<file path="config.mk">
export PLATFORM = sky130hd
export DESIGN_NAME = pool_level_governor_flat
export DESIGN_NICKNAME = d
export VERILOG_FILES = /design/src/sv/plg_pkg.sv /design/src/sv/plg_if.sv /design/src/sv/pool_level_governor.sv /design/src/sv/plg_step.sv /design/src/flat_wrapper.sv
export SDC_FILE = /design/constraint.sdc
export NUM_CORES = 1
export LEC_CHECK = 0
export ABC_AREA = 1
export BUFFER_PORTS_ARGS = -buffer_cell sky130_fd_sc_hd__buf_2
export CELL_PAD_IN_SITES_DETAIL_PLACEMENT = 1
export CELL_PAD_IN_SITES_GLOBAL_PLACEMENT = 1
export CORE_MARGIN = 1.5
export CORE_UTILIZATION = 45
export CTS_BUF_LIST = sky130_fd_sc_hd__clkbuf_8
export DETAILED_ROUTE_END_ITERATION = 8
export PLACE_DENSITY_LB_ADDON = 0.1
export SYNTH_ARGS = -nofsm -noshare
export SYNTH_HDL_FRONTEND = slang
export SYNTH_HIERARCHICAL = 1
export SYNTH_SLANG_ARGS = --single-unit
export TNS_END_PERCENT = 50
</file>
<file path="constraint.sdc">
create_clock -name clk_i -period 9.9 [get_ports clk_i]
set_input_delay 0.99 -clock clk_i [delete_from_list [all_inputs] [get_ports clk_i]]
set_output_delay 0.99 -clock clk_i [all_outputs]
set_load 0.01 [all_outputs]
</file>
<file path="src/sv/plg_pkg.sv">
// Shared types, constants and band table functions of the pool level governor.
`default_nettype none
package plg_pkg;

  // Number of pool levels and widths of the level and dwell counters.
  localparam int unsigned NUM_LEVELS = 5;
  localparam int unsigned LEVEL_W    = 3;
  localparam int unsigned DWELL_W    = 7;

  localparam logic [LEVEL_W-1:0] LEVEL_COUNT    = LEVEL_W'(NUM_LEVELS);
  localparam logic [LEVEL_W-1:0] LEVEL_RESET    = 3'd4;
  localparam logic [DWELL_W-1:0] DWELL_MAX      = 7'd127;
  localparam logic [5:0]         NO_MATCH_SLEEP = 6'd5;
  localparam logic [15:0]        POOL_LIMIT_RST = 16'd1024;

  // Rate bands per level, each the half-open range [low, high).
  localparam logic signed [15:0] RATE_LOW [NUM_LEVELS] =
    '{-16'sd999, 16'sd2, 16'sd6, 16'sd10, 16'sd24};
  localparam logic signed [15:0] RATE_HIGH [NUM_LEVELS] =
    '{16'sd2, 16'sd6, 16'sd10, 16'sd24, 16'sd999};

  // Operation codes of an input item.
  typedef enum logic [1:0] {
    OP_TICK   = 2'd0,
    OP_LOCK   = 2'd1,
    OP_UNLOCK = 2'd2,
    OP_RSVD   = 2'd3
  } plg_op_e;

  // Input item payload.
  typedef struct packed {
    logic [1:0]         op;
    logic signed [15:0] rate;
    logic [15:0]        idle_count;
    logic [15:0]        total_count;
    logic [2:0]         lock_level;
  } plg_item_t;

  // Result item payload.
  typedef struct packed {
    logic [8:0]  alloc_count;
    logic [15:0] free_count;
    logic [5:0]  sleep_seconds;
    logic [2:0]  level;
    logic        no_match;
    logic        bad_level;
  } plg_result_t;

  // Governor state carried from item to item.
  typedef struct packed {
    logic [LEVEL_W-1:0] cur;
    logic [LEVEL_W-1:0] tgt;
    logic [DWELL_W-1:0] dwell;
    logic               locked;
  } plg_state_t;

  // Sampling time of a level; out-of-range levels read as the top level.
  function automatic logic [5:0] sample_time(input logic [LEVEL_W-1:0] lvl);
    logic [5:0] t;
    unique case (lvl)
      3'd0:    t = 6'd32;
      3'd1:    t = 6'd16;
      3'd2:    t = 6'd8;
      3'd3:    t = 6'd4;
      default: t = 6'd1;
    endcase
    return t;
  endfunction

  // Time a target level must hold before it becomes current.
  function automatic logic [5:0] valid_time(input logic [LEVEL_W-1:0] lvl);
    logic [5:0] t;
    unique case (lvl)
      3'd0:    t = 6'd32;
      3'd1:    t = 6'd16;
      3'd2:    t = 6'd8;
      3'd3:    t = 6'd4;
      default: t = 6'd2;
    endcase
    return t;
  endfunction

  // Low watermark of idle messages.
  function automatic logic [9:0] mark_low(input logic [LEVEL_W-1:0] lvl);
    logic [9:0] m;
    unique case (lvl)
      3'd0, 3'd1, 3'd2: m = 10'd64;
      default:          m = 10'd128;
    endcase
    return m;
  endfunction

  // High watermark of idle messages.
  function automatic logic [9:0] mark_high(input logic [LEVEL_W-1:0] lvl);
    logic [9:0] m;
    unique case (lvl)
      3'd0, 3'd1, 3'd2: m = 10'd128;
      3'd3:             m = 10'd256;
      default:          m = 10'd512;
    endcase
    return m;
  endfunction

  // Number of messages added per tick when idle runs low.
  function automatic logic [8:0] inc_size(input logic [LEVEL_W-1:0] lvl);
    logic [8:0] s;
    unique case (lvl)
      3'd0:    s = 9'd16;
      3'd1:    s = 9'd32;
      3'd2:    s = 9'd64;
      3'd3:    s = 9'd128;
      default: s = 9'd256;
    endcase
    return s;
  endfunction

endpackage
`default_nettype wire

</file>
<file path="src/sv/plg_if.sv">
// Handshake channel interfaces of the pool level governor.
`default_nettype none

// Input item channel.
interface plg_item_if;
  logic               valid;
  logic               ready;
  plg_pkg::plg_item_t payload;
  modport source (output valid, output payload, input ready);
  modport sink   (input valid, input payload, output ready);
endinterface

// Result item channel.
interface plg_result_if;
  logic                 valid;
  logic                 ready;
  plg_pkg::plg_result_t payload;
  modport source (output valid, output payload, input ready);
  modport sink   (input valid, input payload, output ready);
endinterface

// Pool limit write channel.
interface plg_cfg_if;
  logic        valid;
  logic        ready;
  logic [15:0] data;
  modport source (output valid, output data, input ready);
  modport sink   (input valid, input data, output ready);
endinterface
`default_nettype wire

</file>
<file path="src/sv/pool_level_governor.sv">
// Top level of the pool level governor: input, state and result registers.
//
// The governor takes one item at a time on item_in_i (valid/ready) and
// returns exactly one result item per input item on result_o, in order.
// Op tick, while unlocked, places the rate in a band and advances the
// target/dwell logic; unless that rate missed every band, it reports alloc
// and free counts from the current level's watermarks. Op lock forces a
// level, op unlock releases it. The pool limit is written on cfg_i, which
// is always ready; write it only while no item is in flight.
// An accepted item waits in the input register; its result is written to
// the result register when the step advances.
// Throughput: one item per cycle while results are taken, set by the step
// logic that sits between the input register and the result register.
// When the receiver stalls, the result register holds its item; the input
// register can still take one more item, after which ready drops until the
// result is taken.
// Reset (rst_ni low) empties both registers, sets current and target level
// to 4, clears dwell and lock, and sets the pool limit to 1024.
`default_nettype none
module pool_level_governor (
  input  var logic       clk_i,
  input  var logic       rst_ni,
  plg_item_if.sink       item_in_i,
  plg_result_if.source   result_o,
  plg_cfg_if.sink        cfg_i
);

  plg_pkg::plg_item_t   item_q;
  logic                 item_vld_q;
  plg_pkg::plg_result_t res_q;
  plg_pkg::plg_result_t res_d;
  logic                 res_vld_q;
  plg_pkg::plg_state_t  state_q;
  plg_pkg::plg_state_t  state_d;
  logic [15:0]          pool_limit_q;
  logic                 advance;
  logic                 in_acc;

  // Handshake control.
  assign advance         = item_vld_q && (!res_vld_q || result_o.ready);
  assign item_in_i.ready = !item_vld_q || advance;
  assign in_acc          = item_in_i.valid && item_in_i.ready;
  assign cfg_i.ready     = 1'b1;
  assign result_o.valid  = res_vld_q;
  assign result_o.payload = res_q;

  // Step logic.
  plg_step u_step (
    .item_i       (item_q),
    .state_i      (state_q),
    .pool_limit_i (pool_limit_q),
    .state_o      (state_d),
    .result_o     (res_d)
  );

  // Input register valid.
  always_ff @(posedge clk_i or negedge rst_ni) begin
    if (!rst_ni) begin
      item_vld_q <= 1'b0;
    end else if (in_acc) begin
      item_vld_q <= 1'b1;
    end else if (advance) begin
      item_vld_q <= 1'b0;
    end
  end

  // Input register payload.
  always_ff @(posedge clk_i) begin
    if (in_acc) begin
      item_q <= item_in_i.payload;
    end
  end

  // Result register valid.
  always_ff @(posedge clk_i or negedge rst_ni) begin
    if (!rst_ni) begin
      res_vld_q <= 1'b0;
    end else if (advance) begin
      res_vld_q <= 1'b1;
    end else if (result_o.ready) begin
      res_vld_q <= 1'b0;
    end
  end

  // Result register payload.
  always_ff @(posedge clk_i) begin
    if (advance) begin
      res_q <= res_d;
    end
  end

  // Governor state, updated as each item moves to the result register.
  always_ff @(posedge clk_i or negedge rst_ni) begin
    if (!rst_ni) begin
      state_q.cur    <= plg_pkg::LEVEL_RESET;
      state_q.tgt    <= plg_pkg::LEVEL_RESET;
      state_q.dwell  <= '0;
      state_q.locked <= 1'b0;
    end else if (advance) begin
      state_q <= state_d;
    end
  end

  // Pool limit register.
  always_ff @(posedge clk_i or negedge rst_ni) begin
    if (!rst_ni) begin
      pool_limit_q <= plg_pkg::POOL_LIMIT_RST;
    end else if (cfg_i.valid && cfg_i.ready) begin
      pool_limit_q <= cfg_i.data;
    end
  end

  // The current level always stays within the band table.
  a_level_range: assert property (@(posedge clk_i) disable iff (!rst_ni)
    state_q.cur < plg_pkg::LEVEL_COUNT)
    else $error("current level out of range");

  // A lock with an invalid level leaves the state untouched.
  a_bad_lock_stable: assert property (@(posedge clk_i) disable iff (!rst_ni)
    (advance && plg_pkg::plg_op_e'(item_q.op) == plg_pkg::OP_LOCK &&
     item_q.lock_level >= plg_pkg::LEVEL_COUNT) |=> $stable(state_q))
    else $error("invalid lock changed the state");

  // A stalled result blocks the step so no item is lost.
  a_stall_blocks: assert property (@(posedge clk_i) disable iff (!rst_ni)
    (res_vld_q && !result_o.ready) |-> !advance)
    else $error("step advanced over a stalled result");

  // An unmatched tick reports the fixed sleep and no counts.
  a_miss_result: assert property (@(posedge clk_i) disable iff (!rst_ni)
    (res_vld_q && res_q.no_match) |->
    (res_q.sleep_seconds == plg_pkg::NO_MATCH_SLEEP && res_q.alloc_count == '0 &&
     res_q.free_count == '0))
    else $error("no-match result carries counts");

endmodule
`default_nettype wire

</file>
<file path="src/sv/plg_step.sv">
// Per-item logic: band match, level and dwell update, watermark counts.
`default_nettype none
module plg_step (
  input  var plg_pkg::plg_item_t   item_i,
  input  var plg_pkg::plg_state_t  state_i,
  input  var logic [15:0]          pool_limit_i,
  output var plg_pkg::plg_state_t  state_o,
  output var plg_pkg::plg_result_t result_o
);

  logic [plg_pkg::NUM_LEVELS-1:0] in_band;
  logic [plg_pkg::LEVEL_W-1:0]    hit;
  logic                           miss;
  logic [7:0]                     dwell_sum;
  plg_pkg::plg_state_t            tick_state;
  logic [plg_pkg::LEVEL_W-1:0]    lvl;
  logic [15:0]                    room;
  logic [8:0]                     alloc;
  logic [15:0]                    freec;
  logic [15:0]                    mark_hi;

  // Compare the rate against every band and keep the lowest match.
  always_comb begin
    hit = '0;
    for (int i = 0; i < plg_pkg::NUM_LEVELS; i++) begin
      in_band[i] = (item_i.rate >= plg_pkg::RATE_LOW[i]) &&
                   (item_i.rate <  plg_pkg::RATE_HIGH[i]);
    end
    for (int i = plg_pkg::NUM_LEVELS - 1; i >= 0; i--) begin
      if (in_band[i]) begin
        hit = plg_pkg::LEVEL_W'(i);
      end
    end
  end

  // Level step of an unlocked tick with a band match.
  always_comb begin
    tick_state = state_i;
    dwell_sum  = {1'b0, state_i.dwell} + {2'b00, plg_pkg::sample_time(state_i.cur)};
    if (hit == state_i.tgt) begin
      tick_state.dwell = (dwell_sum > {1'b0, plg_pkg::DWELL_MAX}) ?
                         plg_pkg::DWELL_MAX : dwell_sum[plg_pkg::DWELL_W-1:0];
    end else begin
      tick_state.tgt   = hit;
      tick_state.dwell = '0;
    end
    if (tick_state.dwell >= {1'b0, plg_pkg::valid_time(tick_state.tgt)}) begin
      if (tick_state.tgt != state_i.cur) begin
        tick_state.cur = tick_state.tgt;
      end else begin
        tick_state.dwell = '0;
      end
    end
  end

  // Next state per operation.
  always_comb begin
    state_o  = state_i;
    miss     = 1'b0;
    result_o = '0;
    unique case (plg_pkg::plg_op_e'(item_i.op))
      plg_pkg::OP_TICK: begin
        if (!state_i.locked) begin
          if (in_band == '0) begin
            miss = 1'b1;
          end else begin
            state_o = tick_state;
          end
        end
      end
      plg_pkg::OP_LOCK: begin
        if (item_i.lock_level < plg_pkg::LEVEL_COUNT) begin
          state_o.locked = 1'b1;
          state_o.cur    = item_i.lock_level;
        end else begin
          result_o.bad_level = 1'b1;
        end
      end
      plg_pkg::OP_UNLOCK: begin
        state_o.locked = 1'b0;
      end
      default: begin
      end
    endcase

    // Watermark counts use the level after the step.
    lvl     = state_o.cur;
    mark_hi = {6'd0, plg_pkg::mark_high(lvl)};
    room    = (pool_limit_i > item_i.total_count) ? pool_limit_i - item_i.total_count : '0;
    alloc   = '0;
    freec   = '0;
    if (item_i.idle_count <= {6'd0, plg_pkg::mark_low(lvl)}) begin
      alloc = ({7'd0, plg_pkg::inc_size(lvl)} < room) ? plg_pkg::inc_size(lvl) : room[8:0];
    end
    if (item_i.idle_count >= mark_hi) begin
      freec = item_i.idle_count - mark_hi;
    end

    // Only a tick that did not miss every band reports counts; a locked tick never misses.
    if (plg_pkg::plg_op_e'(item_i.op) == plg_pkg::OP_TICK && !miss) begin
      result_o.alloc_count = alloc;
      result_o.free_count  = freec;
    end
    result_o.no_match      = miss;
    result_o.sleep_seconds = miss ? plg_pkg::NO_MATCH_SLEEP : plg_pkg::sample_time(lvl);
    result_o.level         = state_o.cur;
  end

endmodule
`default_nettype wire

</file>
<file path="src/flat_wrapper.sv">
// flat-port wrapper written by rule: the top's interface ports become plain ports
module pool_level_governor_flat 
  (clk_i, rst_ni, item_in_i_valid, item_in_i_payload, item_in_i_ready, result_o_valid, result_o_payload, result_o_ready, cfg_i_valid, cfg_i_data, cfg_i_ready);
  plg_item_if item_in_i_i ();
  plg_result_if result_o_i ();
  plg_cfg_if cfg_i_i ();
  input  var logic clk_i;
  input  var logic rst_ni;
  input wire logic [$bits(item_in_i_i.valid)-1:0] item_in_i_valid;
  input wire logic [$bits(item_in_i_i.payload)-1:0] item_in_i_payload;
  output wire logic [$bits(item_in_i_i.ready)-1:0] item_in_i_ready;
  output wire logic [$bits(result_o_i.valid)-1:0] result_o_valid;
  output wire logic [$bits(result_o_i.payload)-1:0] result_o_payload;
  input wire logic [$bits(result_o_i.ready)-1:0] result_o_ready;
  input wire logic [$bits(cfg_i_i.valid)-1:0] cfg_i_valid;
  input wire logic [$bits(cfg_i_i.data)-1:0] cfg_i_data;
  output wire logic [$bits(cfg_i_i.ready)-1:0] cfg_i_ready;
  assign item_in_i_i.valid = item_in_i_valid;
  assign item_in_i_i.payload = item_in_i_payload;
  assign item_in_i_ready = item_in_i_i.ready;
  assign result_o_valid = result_o_i.valid;
  assign result_o_payload = result_o_i.payload;
  assign result_o_i.ready = result_o_ready;
  assign cfg_i_i.valid = cfg_i_valid;
  assign cfg_i_i.data = cfg_i_data;
  assign cfg_i_ready = cfg_i_i.ready;
  pool_level_governor u_core (.clk_i(clk_i), .rst_ni(rst_ni), .item_in_i(item_in_i_i), .result_o(result_o_i), .cfg_i(cfg_i_i));
endmodule
</file>
# Yosys cells after proc, flatten, opt, wreduce, memory -nomap -nowiden
# Cells that the tools add are included.
# totals
input_bits	74
ff_bits	121
elab_cells	115
# op_classes
n_reduce_logical	26
muxes	35
bitwise	2
eq_ne	14
add_sub_neg	3
order_cmp	17
# op_table
cell	count
one-hot mux 6 bit (4 select lines)	3
one-hot mux 9 bit (4 select lines)	1
two-way mux 14 bit	2
two-way mux 7 bit	4
two-way mux 3 bit	9
one-hot mux 10 bit (2 select lines)	1
equality test 3 x 2 -> 1 bit (second input constant)	6
two-way mux 9 bit	2
>= comparator 16 x 10 -> 1 bit	1
>= comparator 16 x 11 -> 1 bit (second input constant)	1
>= comparator 16 x 3 -> 1 bit (second input constant)	1
>= comparator 16 x 4 -> 1 bit (second input constant)	1
>= comparator 16 x 5 -> 1 bit (second input constant)	1
>= comparator 16 x 6 -> 1 bit (second input constant)	1
> comparator 16 bit	1
less-or-equal comparator 16 x 10 -> 1 bit	1
less-than comparator 16 x 11 -> 1 bit (second input constant)	1
less-than comparator 16 x 3 -> 1 bit (second input constant)	1
less-than comparator 16 x 4 -> 1 bit (second input constant)	1
less-than comparator 16 x 5 -> 1 bit (second input constant)	1
less-than comparator 16 x 6 -> 1 bit (second input constant)	1
less-than comparator 9 x 16 -> 1 bit	1
two-way mux 16 bit	1
subtractor 16 x 10 -> 16 bit	1
28 further kinds	53

# Longest topological paths before layout
# logic_depth
depth_word	23
ltp_mapped	37
mapped_depth_nobuf	37

# By module
# The synthesis kept the hierarchy.
# by_module_without_submodules
module	cells_each	seq_area_each_um2	area_per_inst_um2	n_inst
pool_level_governor	229	3477.1	4023.9	1
plg_step	527	0.0	2992.9	1

# Worst setup path before layout
# No wires, ideal clock.
# synth_timing
path_type	reg-to-reg
from	register u_core/state_q[11] (netlist name)
to	register u_core.res_q (netlist bit u_core/result_o.payload[15]), data pin
setup_time_ps	256
path_buffers	1
t_required_ps	9644
arrival_time_ps	4341
period_less_slack_ps	4597
path_slack_ps	5303
path_stages_with_launch	26
cell_sequence	dfrtp_1 -> inv_1 -> nor3_1 -> ha_1 -> a31o_2 -> nand4_1 -> nand2_1 -> inv_1 -> a21oi_1 -> ha_1 -> a21oi_1 -> o21bai_1 -> nor2_2 -> nand2_4 -> nand2_1 -> nand2_1 -> nand3_2 -> nand2_2 -> nand2_4 -> nand3_4 -> ha_1 -> nand2_1 -> o21ai_0 -> o41ai_1 -> buf_2 -> nor2_1
# synth_between
elab_chain_cells	16
elab_cells_between_ends	25
# synth_rtl
element	line	rtl
from (decl)	pool_level_governor.sv:33	plg_pkg::plg_state_t state_q;
from (signal assigned)	pool_level_governor.sv:100	state_q <= state_d;
equality test 3 x 2 -> 1 bit, or another cell as far along	plg_pkg.sv:60	unique case (lvl)
one-hot mux 6 bit (4 select lines)	plg_pkg.sv:60	
adder 7 x 6 -> 8 bit	plg_step.sv:39	dwell_sum = {1'b0, state_i.dwell} + {2'b00, plg_pkg::sample_time(state_i.cur)};
> comparator 8 x 7 -> 1 bit	plg_step.sv:41	tick_state.dwell = (dwell_sum > {1'b0, plg_pkg::DWELL_MAX}) ?
two-way mux 7 bit	plg_step.sv:41	
two-way mux 7 bit	plg_step.sv:40	if (hit == state_i.tgt) begin
>= comparator 7 x 6 -> 1 bit	plg_step.sv:47	if (tick_state.dwell >= {1'b0, plg_pkg::valid_time(tick_state.tgt)}) begin
two-way mux 3 bit	plg_step.sv:47	
two-way mux 14 bit	plg_step.sv:64	if (in_band == '0) begin
two-way mux 14 bit	plg_step.sv:63	if (!state_i.locked) begin
one-hot mux 3 bit (2 select lines) (*)	plg_step.sv:61	unique case (plg_pkg::plg_op_e'(item_i.op))
equality test 3 x 2 -> 1 bit, or another cell as far along	plg_pkg.sv:96	unique case (lvl)
OR reduction 3 bit	plg_pkg.sv:96	
one-hot mux 10 bit (2 select lines) (*)	plg_pkg.sv:96	
>= comparator 16 x 10 -> 1 bit (*)	plg_step.sv:95	if (item_i.idle_count >= mark_hi) begin
AND reduction 2 bit (no source line) (*)	n/a	
to (signal assigned)	pool_level_governor.sv:88	res_q <= res_d;
to (decl)	pool_level_governor.sv:30	plg_pkg::plg_result_t res_q;
# Mark *: on every way between the ends. The rest lies on a longest branch, timed or not.
# A chain may end at the register's enable or synchronous reset.

# Final worst setup path
# layout_timing
from	register u_core/state_q[11] (netlist name)
to	register u_core.res_q (netlist bit u_core/result_o.payload[26]), data pin
# layout_between
elab_chain_cells	16
elab_cells_between_ends	26
# layout_rtl
element	line
equality test 3 x 2 -> 1 bit, or another cell as far along	plg_pkg.sv:60
one-hot mux 6 bit (4 select lines)	plg_pkg.sv:60
adder 7 x 6 -> 8 bit	plg_step.sv:39
> comparator 8 x 7 -> 1 bit	plg_step.sv:41
two-way mux 7 bit	plg_step.sv:41
two-way mux 7 bit	plg_step.sv:40
>= comparator 7 x 6 -> 1 bit	plg_step.sv:47
two-way mux 3 bit	plg_step.sv:47
two-way mux 14 bit	plg_step.sv:64
two-way mux 14 bit	plg_step.sv:63
one-hot mux 3 bit (2 select lines) (*)	plg_step.sv:61
equality test 3 x 2 -> 1 bit, or another cell as far along	plg_pkg.sv:96
OR reduction 3 bit	plg_pkg.sv:96
one-hot mux 10 bit (2 select lines) (*)	plg_pkg.sv:96
>= comparator 16 x 10 -> 1 bit	plg_step.sv:95
AND reduction 2 bit (no source line)	n/a
# Marks and branches as above.

==> impl_results.md <==
* Via density at slightly above 5
* Most common cell after layout, fill and taps aside: nand2_1
* Lkg Pwr at 3.84 nW
* Worst slew pin tran at 1.23 ns
* Worst r2r src: u_core/state_q[11]
* Drt total wl at 16700 um
* Worst setup EP type: flip-flop
* Die Y at 128 um
* Gr usage total at 21.7%
* Mean post-synth cell area at 9.28 um2
* Layout cells sized above 1 at 27.0%
* Clock latency at the later pin of the worst-skew pair at 0.45 ns
* Area grow syn2layout at 15.4%
* Critical path data arrival time at slightly above 5 ns
* Peak supply drop at 108 uV
* Crit path largest cell delay at 0.51 ns
* Vias in the first global route at 5738
* Total grt overflow at 0
* Place WS at roughly 5.0 ns
* Synth area leader: edfxtp_1
* Clk sinks at 121
* Peak Freq at 0.201 GHz
* Post-Syn Nets at about 870
* Synth Register Bits at approximately 120
* Largest net degree at the start of global routing at 54
* Post-synth top flop: edfxtp_1
* Die area at 0.0164 mm2
* Initial DRC count at 240
* Cts hold-fix bufs at 0
* Power per cell area at ~190 mW/mm2
* RSZ-0062 raised after global routing: false
* Core Region at 0.0152 mm2
* Pre-antenna DRT Iters at 4
* CTS max path bufs at 2
* Initial antenna violation count at 0
* CP max FO at 10
* Die Wd at 128 um
* Final setup TNS at 0 ns
* Unique cell type count in the Yosys netlist at between 50 and 60
* # diodes at 0
* Syn Inst Count at around 760
* Min-delay src: u_core/pool_limit_q[10]
* Post-synthesis sequential area ratio at 49.6%
* Initial Util at 46.2%
* Clock skew at about 0.011 ns
* Crit share post-route at 50.2%
* Root buf cell: clkbuf_8
* Post-Synth Simple-Gate Area at 26.0%
* EDFF count, synth at 89
* Status: complete, no violations
* Worst slew margin at 17.6%
* Worst hold stages at 2
* Mux contribution to synthesized area at 0%
* Leading cell types by total area after synthesis: edfxtp_1 38%, dfrtp_1 10%, nand2_1 7.1%, ha_1 6.6%, inv_1 5.3%
* IO buf count at 111
* Share of the synthesized area in the top cell type at between 30% and 40%
* CTS Buf Count at 17
* Final Hold Viols at 0
* CTS H-tree lvls at 4
* Critical path data required time at 10.10 ns
* Async SR Flop Fraction at 26.4%
* Area taken by multi-input logic gates at between 0.002 and 0.003 mm2
* FILL cells at about 1800
* Tmin final at 4.97 ns
* Worst-path clk slew at 0.08 ns
* Flop-to-flop setup slack at 4.93 ns
* CTS tree: built
* Worst Path Class, Setup: reg2reg
* DR vias at between 5000 and 6000
* Global-route wire length before repair at 27700 um
* RR Endpoint: u_core/result_o.payload[26]
* Register area at 0.00348 mm2
* Max Cap Viol at 0
* Final net count at 984
* Post-Syn Area at 0.00702 mm2
* Compound-Gate Fraction of Synth Area at 7.10%
* Synthesis Warnings at 6
* Post-CTS sizing at 0
* Adder-cell area share of the yosys netlist at 7.17%
* GPL Wtd Cong at 0.906
* Startpoint types: flip-flop
* Core Rows at 45
* Fin. max-slew vios at 0
* Mean routed wirelength per cell at 15.6 um
* Slack of the critical path at ~4.9 ns
* Post-CTS setup buffers at 0
* Min-Delay Endpoint: u_core/pool_limit_q[10]
* DR DRC count at 0
* R2R depth at 30
* Hold Path Class: reg2reg
* Hpwl dp at 12400 um
* Final setup fails at 0
* Synth Area in XOR/XNOR at 2.25%
* Largest family of logic cells by synthesized area: simple AND/OR/NAND/NOR gates
* Most frequent cells in the layout: 133 x nand2_1, 111 x buf_2, 101 x inv_1
* Post-route ant nets at 0
* Worst path slowest cell: dfrtp_1
* IO Pins at 113
==> worst max-delay path by stage <==
stage / start / to / slack (ns) / cells past startpoint
floorplan: u_core/state_q[11] / u_core/result_o.payload[15] / 5.30 / 25
global placement: u_core/state_q[11] / u_core/result_o.payload[26] / 5.21 / 30
detailed placement: u_core/state_q[11] / u_core/result_o.payload[26] / 4.97 / 30
CTS: u_core/state_q[11] / u_core/result_o.payload[26] / 4.92 / 30
global route: u_core/state_q[11] / u_core/result_o.payload[26] / 4.50 / 33
finish: u_core/state_q[11] / u_core/result_o.payload[26] / 4.93 / 30
==> synth_stat cells, types with 8 or more instances <==
cell type  instances
nand2_1          133
inv_1            100
edfxtp_1          89
nor2_1            73
nand3_1           54
ha_1              37
nand2_2           33
a21oi_1           32
dfrtp_1           29
o21ai_0           29
nor3_1            13
inv_2             10
xor2_1            10
buf_4              9
xnor2_1            8
==> worst max-delay path, delay by kind of cell (launching register included) <==
kind / cells / cell delay [ns]
DFF: 1 / 0.51
and+or+nand+nor: 14 / 1.63
AOI/OAI and AO/OA: 5 / 0.80
adders and majority gates: 4 / 1.11
buffers and inverters: 5 / 0.37
xor gates and xnor gates: 2 / 0.30
==> cell families after synthesis <==
group,after synthesis
AND/OR/NAND/NOR,362
adder cells (fa/ha/maj),39
flip-flops,121
other,2
buffers and inverters,130
AO/OA/AOI/OAI,84
XOR/XNOR,18
==> area by class of cell <==
class | count | area share [%]
sequential | 121 | 42.9
multi-input combinational | 505 | 37.0
timing repair buffer | 113 | 7.05
inverter | 113 | 5.25
tap | 188 | 2.91
clock buffer | 17 | 2.89
clock inverter | 14 | 1.96
==> power by group <==
part / total (W) / internal [W] / switching, W
clock network: 0.000450 / 0.000245 / 0.000205
registers: 0.000658 / 0.000616 / 0.0000419
logic: 0.000455 / 0.000160 / 0.000295
total: 0.00156 / 0.00102 / 0.000542
==> flip-flops by register name (all words and copies together), names as in the netlist <==
signal                   flops
u_core/item_q               53
u_core/result_o.payload     36
u_core/pool_limit_q         16
u_core/state_q              14
u_core/item_vld_q            1
u_core/result_o.valid        1
==> routing by layer <==
metal	vias to the layer above	wire length [um]	part of all wire (%)	GRT usage [%]
li1	2721	-	-	-
met1	2582	7740	46	28.0
met4	0	227	1.4	6.94
met5	-	0	0	0
met2	108	7970	48	35.8
met3	16	731	4.4	5.30
==> per-stage QoR <==
step | cells | utilization [%] | area (um2) | hold slack, ns | power [W]
after floorplan | 756 | - | 7020 | 0.450 | 0.000999
after global placement | 1040 | 50.7 | 7700 | 0.463 | 0.00110
after detailed placement | 1040 | 50.7 | 7700 | 0.469 | 0.00112
after CTS | 1071 | 53.3 | 8100 | 0.487 | 0.00158
after global routing | 1071 | 53.3 | 8100 | 0.522 | 0.00166
final | 1071 | 53.3 | 8100 | 0.477 | 0.00156
Power figures use the tool's default switching activity.
